### src/hdl/bba_pkg.sv
// ============================================================================
// bba_pkg
// Shared types and constants of the free-block bitmap allocator.
// ============================================================================
package bba_pkg;

    localparam int MAX_BLOCKS = 8192;
    localparam int WORD_BITS  = 32;
    localparam int WORD_COUNT = (MAX_BLOCKS + WORD_BITS - 1) / WORD_BITS;
    localparam int BLK_W      = $clog2(MAX_BLOCKS);
    localparam int BIT_W      = $clog2(WORD_BITS);
    localparam int ADDR_W     = $clog2(WORD_COUNT);
    localparam int TOT_W      = 14;
    localparam logic [TOT_W-1:0] TOTAL_RESET = TOT_W'(MAX_BLOCKS);

    typedef enum logic [1:0] {
        FUNC_FIND    = 2'd0,
        FUNC_MARK    = 2'd1,
        FUNC_RELEASE = 2'd2,
        FUNC_NONE    = 2'd3
    } func_t;

    typedef enum logic [1:0] {
        STAT_OK    = 2'd0,
        STAT_FULL  = 2'd1,
        STAT_RANGE = 2'd2,
        STAT_RSVD  = 2'd3
    } stat_t;

    typedef struct packed {
        func_t            func;
        logic [BLK_W-1:0] block_number;
    } req_t;

    typedef struct packed {
        stat_t            status;
        logic [BLK_W-1:0] found_block;
    } rsp_t;

    typedef enum logic [2:0] {
        S_IDLE,
        S_SCAN,
        S_RMW_RD,
        S_RMW_WR,
        S_RESP
    } ctl_state_t;

    typedef enum logic [1:0] {
        RES_OK,
        RES_FOUND,
        RES_FULL,
        RES_RANGE
    } res_sel_t;

    typedef struct packed {
        logic     capture;
        logic     scan_start;
        logic     scan_step;
        logic     rmw_rd;
        logic     rmw_wr;
        logic     res_ld;
        res_sel_t res_sel;
    } ctl_cmd_t;

    typedef struct packed {
        func_t in_func;
        logic  in_range;
        logic  hit;
        logic  hit_in_range;
        logic  exhausted;
    } dp_stat_t;

endpackage

### src/hdl/bba_ctrl.sv
// ============================================================================
// bba_ctrl
// Sequencer: accepts a request, runs the bitmap scan or the read-modify-write
// in the datapath and holds the response until it is taken.
// ============================================================================
module bba_ctrl (
    input  logic              clk,
    input  logic              rst_n,
    input  logic              req_valid,
    output logic              req_ready,
    output logic              rsp_valid,
    input  logic              rsp_ready,
    input  bba_pkg::dp_stat_t st,
    output bba_pkg::ctl_cmd_t cmd
);
    import bba_pkg::*;

    ctl_state_t state_reg;
    ctl_state_t state_next;
    logic       accept;

    assign accept = req_valid && req_ready;

    always_ff @(posedge clk or negedge rst_n)
    begin
        if (!rst_n)
        begin
            state_reg <= S_IDLE;
        end
        else
        begin
            state_reg <= state_next;
        end
    end

    always_comb
    begin
        state_next = state_reg;
        unique case (state_reg)
            S_IDLE:
            begin
                if (accept)
                begin
                    unique case (st.in_func)
                        FUNC_FIND:
                        begin
                            state_next = S_SCAN;
                        end
                        FUNC_MARK, FUNC_RELEASE:
                        begin
                            state_next = st.in_range ? S_RMW_RD : S_RESP;
                        end
                        default:
                        begin
                            state_next = S_RESP;
                        end
                    endcase
                end
            end
            S_SCAN:
            begin
                if (st.hit || st.exhausted)
                begin
                    state_next = S_RESP;
                end
            end
            S_RMW_RD:
            begin
                state_next = S_RMW_WR;
            end
            S_RMW_WR:
            begin
                state_next = S_RESP;
            end
            S_RESP:
            begin
                if (rsp_ready)
                begin
                    state_next = S_IDLE;
                end
            end
            default:
            begin
                state_next = S_IDLE;
            end
        endcase
    end

    always_comb
    begin
        req_ready      = 1'b0;
        rsp_valid      = 1'b0;
        cmd            = '0;
        cmd.res_sel    = RES_OK;
        unique case (state_reg)
            S_IDLE:
            begin
                req_ready   = 1'b1;
                cmd.capture = accept;
                if (accept)
                begin
                    unique case (st.in_func)
                        FUNC_FIND:
                        begin
                            cmd.scan_start = 1'b1;
                        end
                        FUNC_MARK, FUNC_RELEASE:
                        begin
                            if (!st.in_range)
                            begin
                                cmd.res_ld  = 1'b1;
                                cmd.res_sel = RES_RANGE;
                            end
                        end
                        default:
                        begin
                            cmd.res_ld  = 1'b1;
                            cmd.res_sel = RES_OK;
                        end
                    endcase
                end
            end
            S_SCAN:
            begin
                cmd.scan_step = 1'b1;
                if (st.hit)
                begin
                    cmd.res_ld  = 1'b1;
                    cmd.res_sel = st.hit_in_range ? RES_FOUND : RES_FULL;
                end
                else if (st.exhausted)
                begin
                    cmd.res_ld  = 1'b1;
                    cmd.res_sel = RES_FULL;
                end
            end
            S_RMW_RD:
            begin
                cmd.rmw_rd = 1'b1;
            end
            S_RMW_WR:
            begin
                cmd.rmw_wr  = 1'b1;
                cmd.res_ld  = 1'b1;
                cmd.res_sel = RES_OK;
            end
            S_RESP:
            begin
                rsp_valid = 1'b1;
            end
            default:
            begin
                req_ready = 1'b0;
            end
        endcase
    end

    // one request in flight at a time
    a_no_accept_with_rsp: assert property (@(posedge clk) disable iff (!rst_n)
        rsp_valid |-> !req_ready)
        else $error("request accepted while a response is pending");

    a_busy_after_accept: assert property (@(posedge clk) disable iff (!rst_n)
        accept |=> !req_ready)
        else $error("ready right after an accepted request");

    a_write_after_read: assert property (@(posedge clk) disable iff (!rst_n)
        cmd.rmw_wr |-> $past(cmd.rmw_rd))
        else $error("bitmap write without the preceding read");

endmodule

### config.mk
export PLATFORM = sky130hd
export DESIGN_NAME = bba_ctrl
export DESIGN_NICKNAME = d
export VERILOG_FILES = /design/src/hdl/bba_pkg.sv /design/src/hdl/bba_ctrl.sv
export SDC_FILE = /design/constraint.sdc
export NUM_CORES = 1
export LEC_CHECK = 0
export BUFFER_PORTS_ARGS = -buffer_cell sky130_fd_sc_hd__buf_2
export CORE_AREA = 10 10 47 49
export DETAILED_ROUTE_END_ITERATION = 10
export DIE_AREA = 0 0 57 59
export PLACE_DENSITY = 0.59
export SYNTH_ARGS = -nofsm -noshare
export SYNTH_HDL_FRONTEND = slang
export SYNTH_SLANG_ARGS = --single-unit
export TNS_END_PERCENT = 1
### constraint.sdc
create_clock -name clk -period 1.7 [get_ports clk]
set_input_delay 0.51 -clock clk [delete_from_list [all_inputs] [get_ports clk]]
set_output_delay 0.51 -clock clk [all_outputs]
set_load 0.005 [all_outputs]
After elaboration in Yosys (flattened, before gate mapping) --
Cells that the tools add are included.
Word-level totals: register bits after elaboration 3, output and inout port bits 10, logic and storage cells 37
Operators by class: equal/unequal tests 9, mux-type cells 21, reductions and logical operators 6
Operators by type and width (number):
- 3-bit two-way mux | 8
- 3-bit case mux with 5 select lines | 1
- 3-bit case mux with 2 select lines | 2
- 3-bit case mux with 3 select lines | 1
- 1-bit two-way mux | 7
- 3-bit by 2-bit equality test with 1-bit output, second input constant | 2
- 2-bit != test, second input constant | 3
- 2-bit two-way mux | 2
- 3-bit by 1-bit equality test with 1-bit output, second input constant | 1
- 3-bit equality test, second input constant | 1
- 3-bit logical NOT | 1
- 3-bit AND reduction | 1
- 2-bit by 1-bit equality test with 1-bit output, second input constant | 1
- 2-bit equality test, second input constant | 1
- 2-bit logical NOT | 1
- 2-bit OR reduction | 1
- 1-bit logical AND | 1
- 1-bit logical OR | 1

Logic depth before layout (Yosys ltp) --
Gate-level depths: netlist of run 1.
word-level depth 5, gate-level depth with buffers 4, depth with buffers taken out 4

Worst setup path before layout of run 1 --
No wires, ideal clock.
path type input port to output port, start input port st[4] (netlist name), end output port cmd[2] (netlist name), arrival time 1.320 ns, slack -0.130 ns, stages on the path 4, path buffers 0, cell sequence inv_1 -> ha_1 -> mux2_2 -> o22ai_1
RTL lines:
- start: declaration | line bba_ctrl.sv:13 | input bba_pkg::dp_stat_t st,
- end: declaration | line bba_ctrl.sv:14 | output bba_pkg::ctl_cmd_t cmd

==> impl_metrics.csv, run 1 <==
group,metric,value,unit
status,status,"finished, violations left",
status,violations,"setup timing",
pwr,p_leak,0.2827,nW
setup_path,required,1.19,ns
die,num_rows,14,
setup_path,worstPathArrival,1.53,ns
synth,synth_flop_cell,"dfrtp_1",
pwr,combinationalPowerShare,0.624,
route,drt_wl_total,988,microns
pwr,peakVddDrop,0.0003713,V
timing,rsz0062_at_grt,"yes",
timing,fmax,0.4894,GHz
global_routing,grtUsageMet2,0.07287,
timing,min_period,2.043,ns
timing,tightest_slew,0.2676,ns
clock_network,clock-sinks,3,
route,drc_errors,0,
global_routing,grt_pass1_vias,374,
flow_run,maxCapViolCount,0,
synth,synth_warnings,0,
layout,largest_reg_flops,3,
global_routing,gr-usage-met3,0.05150,
die,fp.dieW,57,microns
pwr,p_int,0.0004299,W
clock_network,cts_tree,"yes",
global_routing,overflow,0,
global_routing,antenna_found_initial,0,
global_routing,met1_usage,0.07203,
timing,finalCritPeriodShare,1.202,
timing,finalClockSkew,0.002377,ns
layout,diodes,0,
synth,synth_edf_count,0,
clock_network,path_clk_slew,0.04,ns
synth,yosysTopAreaCell,"dfrtp_1",
clock_network,clockRootBuffer,"clkbuf_4",
synth,synth_seq_cells,3,
synth,synth_nets,46,
layout,utilization,0.3813,
synth,yosysUniqueCellTypes,23,
pwr,seqPwrFrac,0.188,
placement,gp_congestion,0.6986,
global_routing,grt_max_degree,7,
clock_network,cts_buffer_depth,2,
layout,multi_input_area,221.5,sq um
die,core_area,1401,sq um
route,detail_route.iter0.violations,3,
die,die-height,59,microns
clock_network,numCtsBuffers,3,
setup_path,worstPathMaxFanout,5,
route,avgRoutedWirePerCell,12.20,microns
die,start_util,0.2089,
die,die-area,3363,sq um
timing,final-setup-viol-count,7,
setup_path,r2r-start,"state_reg[0]$_DFFE_PN0P_",
timing,fin_hold_ws,0.05857,ns
setup_path,reg2reg_depth,3,
timing,tns,-1.750,ns
synth,yosysSeqAreaShare,0.2564,
synth,synth_area_leaders,"dfrtp_1, nor3_1, inv_1, or4b_4, and2_1",
synth,syn_inst,35,
die,num_io_pins,20,
synth,avgSynthCellArea,8.365,sq um
setup_path,critPathKind,"reg2out",
route,ant_nets,0,
placement,port_buffers,19,
global_routing,track_usage,0.06464,
setup_path,cp-start-kind,"register",
pwr,switchingPower,0.0002531,W
global_routing,busiest_layer,"met2",
synth,syn_area,292.8,sq um
synth,synth.top_cell.area_share,0.2564,
clock_network,cts-hold-fix-buffers,0,
setup_path,rrSetupSlack,0.28,ns
route,vias_per_cell,4.765,
placement,dpl_cell_area,479.2,sq um
layout,nets,77,
timing,max_slew_margin,0.8202,
timing,worst_slack,-0.3432,ns
layout,fill_cells,161,
route,first_pass_iters,2,
route,vias,386,
placement,dp_hpwl,810,microns
clock_network,htree_levels,1,
pwr,sw_frac_of_total,0.3706,
layout,drive_above_1_share,0.6462,
timing,drv_slew,0,
layout,ff_latch_area,75.07,sq um
clock_network,clock_latency,0.24,ns
pwr,power_density,1278,nW/um^2
synth,async_flop_share,1.000,
layout,fin_area,534.3,sq um
setup_path,r2r-end,"state_reg[2]$_DFFE_PN0P_",
layout,area_growth,82.48,%
global_routing,grt_pass1_wl,1662,microns
setup_path,crit_path_end_kind,"output pin",
worst_hold_path,hold_class,"in2async",
pwr,p_clk_frac,0.188,
timing,hold_viol,0,
[per-layer routing]
layer / up-vias / share of wire / wire length, microns
li1: 191 / - / -
met1: 172 / 0.40 / 395
met2: 19 / 0.40 / 394
met3: 4 / 0.17 / 167
met4: 0 / 0.031 / 31
met5: - / 0 / 0
[power by group through the flow]
stage	Combinational (W)	Clock (W)	Sequential [W]
detailed placement	0.000402	0	0.000127
finish	0.000426	0.000128	0.000129
global route	0.000477	0.000147	0.000134
floorplan	0.000229	0	0.000121
global placement	0.000400	0	0.000130
CTS	0.000404	0.000136	0.000126
[kinds of logic (layout without fill, tap and decap cells)]
kind of cell,count (synthesis),after routing,synth area share
AO/OA/AOI/OAI,7,7,0.1838
adder cells (fa/ha/maj),1,1,0.04273
buffers and inverters,7,37,0.1282
flip-flops,3,3,0.2564
multiplexers,1,1,0.03846
AND/OR/NAND/NOR,16,16,0.3504
[metrics by stage]
stage | setup WS [ns] | total power, W | instances
floorplan | -0.05508 | 0.0003499 | 35
global placement | -0.2486 | 0.0005298 | 77
detailed placement | -0.2515 | 0.0005288 | 77
CTS | -0.3534 | 0.0006658 | 81
global route | -0.4013 | 0.0007570 | 81
finish | -0.3432 | 0.0006830 | 81
[placed cells by master (no fill, tap or decap)]
cell,n
buf_6,2
buf_2,18
dfrtp_1,3
nand2b_1,1
nand2_1,1
o22ai_2,2
a211oi_1,1
mux2_4,1
or4b_2,1
inv_2,1
nor3b_2,1
or4b_4,1
clkbuf_1,1
nor3_2,1
or3b_1,1
or2b_1,1
and2_4,1
nor2_1,2
o31a_2,1
a31oi_1,1
ha_4,1
buf_4,8
o32ai_1,1
inv_1,4
nor3_1,4
and2_1,1
o221ai_1,1
clkbuf_4,3
[worst max-delay path by stage]
stage,start,to,slack (ns),cells past startpoint
detailed placement,st[5],cmd[2],-0.25,6
CTS,state_reg[2]$_DFFE_PN0P_,cmd[0],-0.35,3
global placement,st[4],cmd[2],-0.25,6
global route,state_reg[0]$_DFFE_PN0P_,cmd[6],-0.40,4
finish,state_reg[0]$_DFFE_PN0P_,cmd[6],-0.34,4
floorplan,state_reg[0]$_DFFE_PN0P_,cmd[6],-0.06,4
[cell type report]
type / instances / area share
Multi-Input combinational cell: 25 / 0.4145
Sequential cell: 3 / 0.1405
Clock buffer: 4 / 0.04918
Inverter: 5 / 0.03513
Tap cell: 16 / 0.03747
Timing Repair Buffer: 28 / 0.3232
[synthesized netlist by cell type (2+ instances only)]
master   n
dfrtp_1  3
inv_1    4
nor3_1   5
nor2_1   2
and2_1   2
o22ai_1  2
[critical path, stage by stage, from the launching register on]
cell,delay (ns)
dfrtp_1,0.40
or4b_4,0.60
inv_2,0.08
and2_4,0.13
buf_6,0.08
[what timing repair did]
| action | in CTS | in global routing |
|---|---|---|
| setup endpoints to repair | 7 | 9 |
| buffers inserted | 0 | 0 |
| cloned | 0 | 0 |
| hold endpoints to repair | 0 | 0 |
| gates resized for setup | 0 | 6 |
| pin swaps | 3 | 2 |
No activity file was read; power rests on OpenSTA's default activity.
==> run 2, diff against run 1 <==
Settings changed: CELL_PAD_IN_SITES_DETAIL_PLACEMENT set to 1, CELL_PAD_IN_SITES_GLOBAL_PLACEMENT set to 2, CORE_AREA 10 10 47 49 to unset, CORE_MARGIN set to 10, CORE_UTILIZATION set to 17, DIE_AREA 0 0 57 59 to unset, PLACE_DENSITY 0.59 to 0.78.
==> run 2 against run 1 <==
The flow still finishes with violations (setup timing); hold slack gained 0.0076 ns; highest routed layer is now met3; cell count rose by 2.5%; register-to-register slack got worse by 0.03 ns; largest power group unchanged; global-route usage shrank 0.14 points; clock skew decreased by 0.00080 ns; critical path depth fell by 1; sequential share of layout area shrank 0.32 points; critical path type unchanged; clock power decreased by 4%; final area grew 2.3%; largest cell class unchanged; non-clock buffer count grew 2.
==> impl_metrics.csv, run 2 (same netlist as run 1, synthesis figures left out) <==
group,metric,value,unit
status,status,"finished, violations left",
status,violations,"setup timing",
pwr,finalPower,0.0007368,W
layout,largest_reg_flops,3,
setup_path,worstPathArrival,1.55,ns
clock_network,clock-sinks,3,
setup_path,crit_chain,"or4b_4, o32ai_1, buf_2",
placement,dp_hpwl,953.7,microns
clock_network,htree_levels,1,
clock_network,clockRootBuffer,"clkbuf_4",
flow_run,maxCapViolCount,0,
layout,final_cell_mix,"buf_2, buf_4, inv_1, nor3_1",
pwr,p_leak,0.2947,nW
global_routing,track_usage,0.06320,
route,first_pass_iters,1,
clock_network,clock_latency,0.23,ns
timing,fmax,0.4848,GHz
route,dr_wl_met2,511,microns
timing,hold_viol,0,
die,num_io_pins,20,
setup_path,required,1.19,ns
timing,finalCritPeriodShare,1.213,
route,drc_errors,0,
setup_path,cpPeakStageDelay,0.61,ns
timing,drv_slew,0,
setup_path,worstPathMaxFanout,5,
timing,tns,-1.935,ns
clock_network,path_clk_slew,0.04,ns
global_routing,grt_max_degree,6,
placement,port_buffers,19,
route,wl_met1,537,microns
die,die-area,3782,sq um
route,drt_wl_total,1170,microns
route,wl_met3,121,microns
global_routing,grt_pass1_vias,431,
global_routing,antenna_found_initial,0,
setup_path,cp-start-kind,"register",
route,vias_per_cell,4.614,
clock_network,numCtsBuffers,3,
pwr,peakVddDrop,0.0003886,V
placement,gp_congestion,0.6683,
placement,post-place-ws,-0.2816,ns
layout,nets,79,
global_routing,overflow,0,
timing,worst_slack,-0.3625,ns
route,ant_nets,0,
setup_path,crit_path_end_kind,"output pin",
clock_network,cts_buffer_depth,2,
timing,min_period,2.063,ns
route,avgRoutedWirePerCell,14.10,microns
layout,area_growth,86.75,%
layout,drive_above_1_share,0.6567,
die,start_util,0.1878,
die,num_rows,14,
timing,final-setup-viol-count,7,
global_routing,grt_pass1_wl,1814,microns
die,fp.dieW,61.50,microns
timing,finalClockSkew,0.001575,ns
clock_network,cts_tree,"yes",
layout,final_common_cell,"buf_2",
route,vias,383,
layout,diodes,0,
pwr,power_density,1347,nW/um^2
clock_network,cts-hold-fix-buffers,0,
timing,tightest_slew,0.2750,ns
route,top_layer,"met3",
timing,max_slew_margin,0.8153,
timing,rsz0062_at_grt,"yes",
setup_path,path_delay_family,"simple AND/OR/NAND/NOR gates",
die,die-height,61.50,microns
setup_path,critPathKind,"reg2out",
setup_path,crit_slowest_cell,"or4b_4",
worst_hold_path,hold_class,"in2async",
route,detail_route.iter0.violations,0,
die,core_area,1559,sq um
setup_path,crit_buf_inv,1,
run 2: layout make-up:
type                    instances  area, sq um
clock buffers                   4        26.28
fillers                       201         1012
inverters                       5        18.77
multi-input cells              25        221.5
flip-flops and latches          3        75.07
well taps                      16        20.02
repair buffers                 30        185.2
run 2: metrics by stage:
step	util	std cells	hold slack (ns)	cell area, sq um
detailed placement	0.3122	78	0.3092	486.7
global placement	0.3122	78	0.3050	486.7
floorplan	-	35	0.2144	315.3
global route	0.3507	83	0.05464	546.8
finish	0.3507	83	0.06613	546.8
CTS	0.3403	83	0.06080	530.5
run 2: metal layers:
metal	global-route usage	up-vias
li1	-	192
met3	0.03704	0
met1	0.07258	173
met4	0.02866	0
met2	0.09224	18
met5	0	-
run 2: what timing repair did:
action / CTS / global route
hold endpoints to repair: 0 / 0
endpoints found under the setup margin: 7 / 10
buffers inserted: 1 / 0
pin swaps: 4 / 0
resized for setup: 2 / 4
run 2: where the power goes:
group	leakage [nW]	switching (W)	internal [W]
Combinational	0.241	0.000202	0.000278
Clock	0.0150	0.0000354	0.0000879
Sequential	0.0390	0.0000343	0.0000991
run 2: final timing paths:
path	start	endpoint	slack (ns)	cells past startpoint
hold reg to reg	state_reg[2]$_DFFE_PN0P_	state_reg[1]$_DFFE_PN0P_	0.61	2
hold / removal	rst_n	state_reg[2]$_DFFE_PN0P_	0.07	1
setup reg to reg	state_reg[0]$_DFFE_PN0P_	state_reg[2]$_DFFE_PN0P_	0.25	3
max in group asynchronous	rst_n	state_reg[0]$_DFFE_PN0P_	1.53	1
min in group clk	st[0]	state_reg[0]$_DFFE_PN0P_	0.60	3
setup / recovery	state_reg[2]$_DFFE_PN0P_	cmd[1]	-0.36	3
run 2: worst register-to-register path: stages, from the launching register on:
cell      delay [ns]
dfrtp_1         0.42
buf_4           0.17
or4b_2          0.66
o221ai_1        0.10
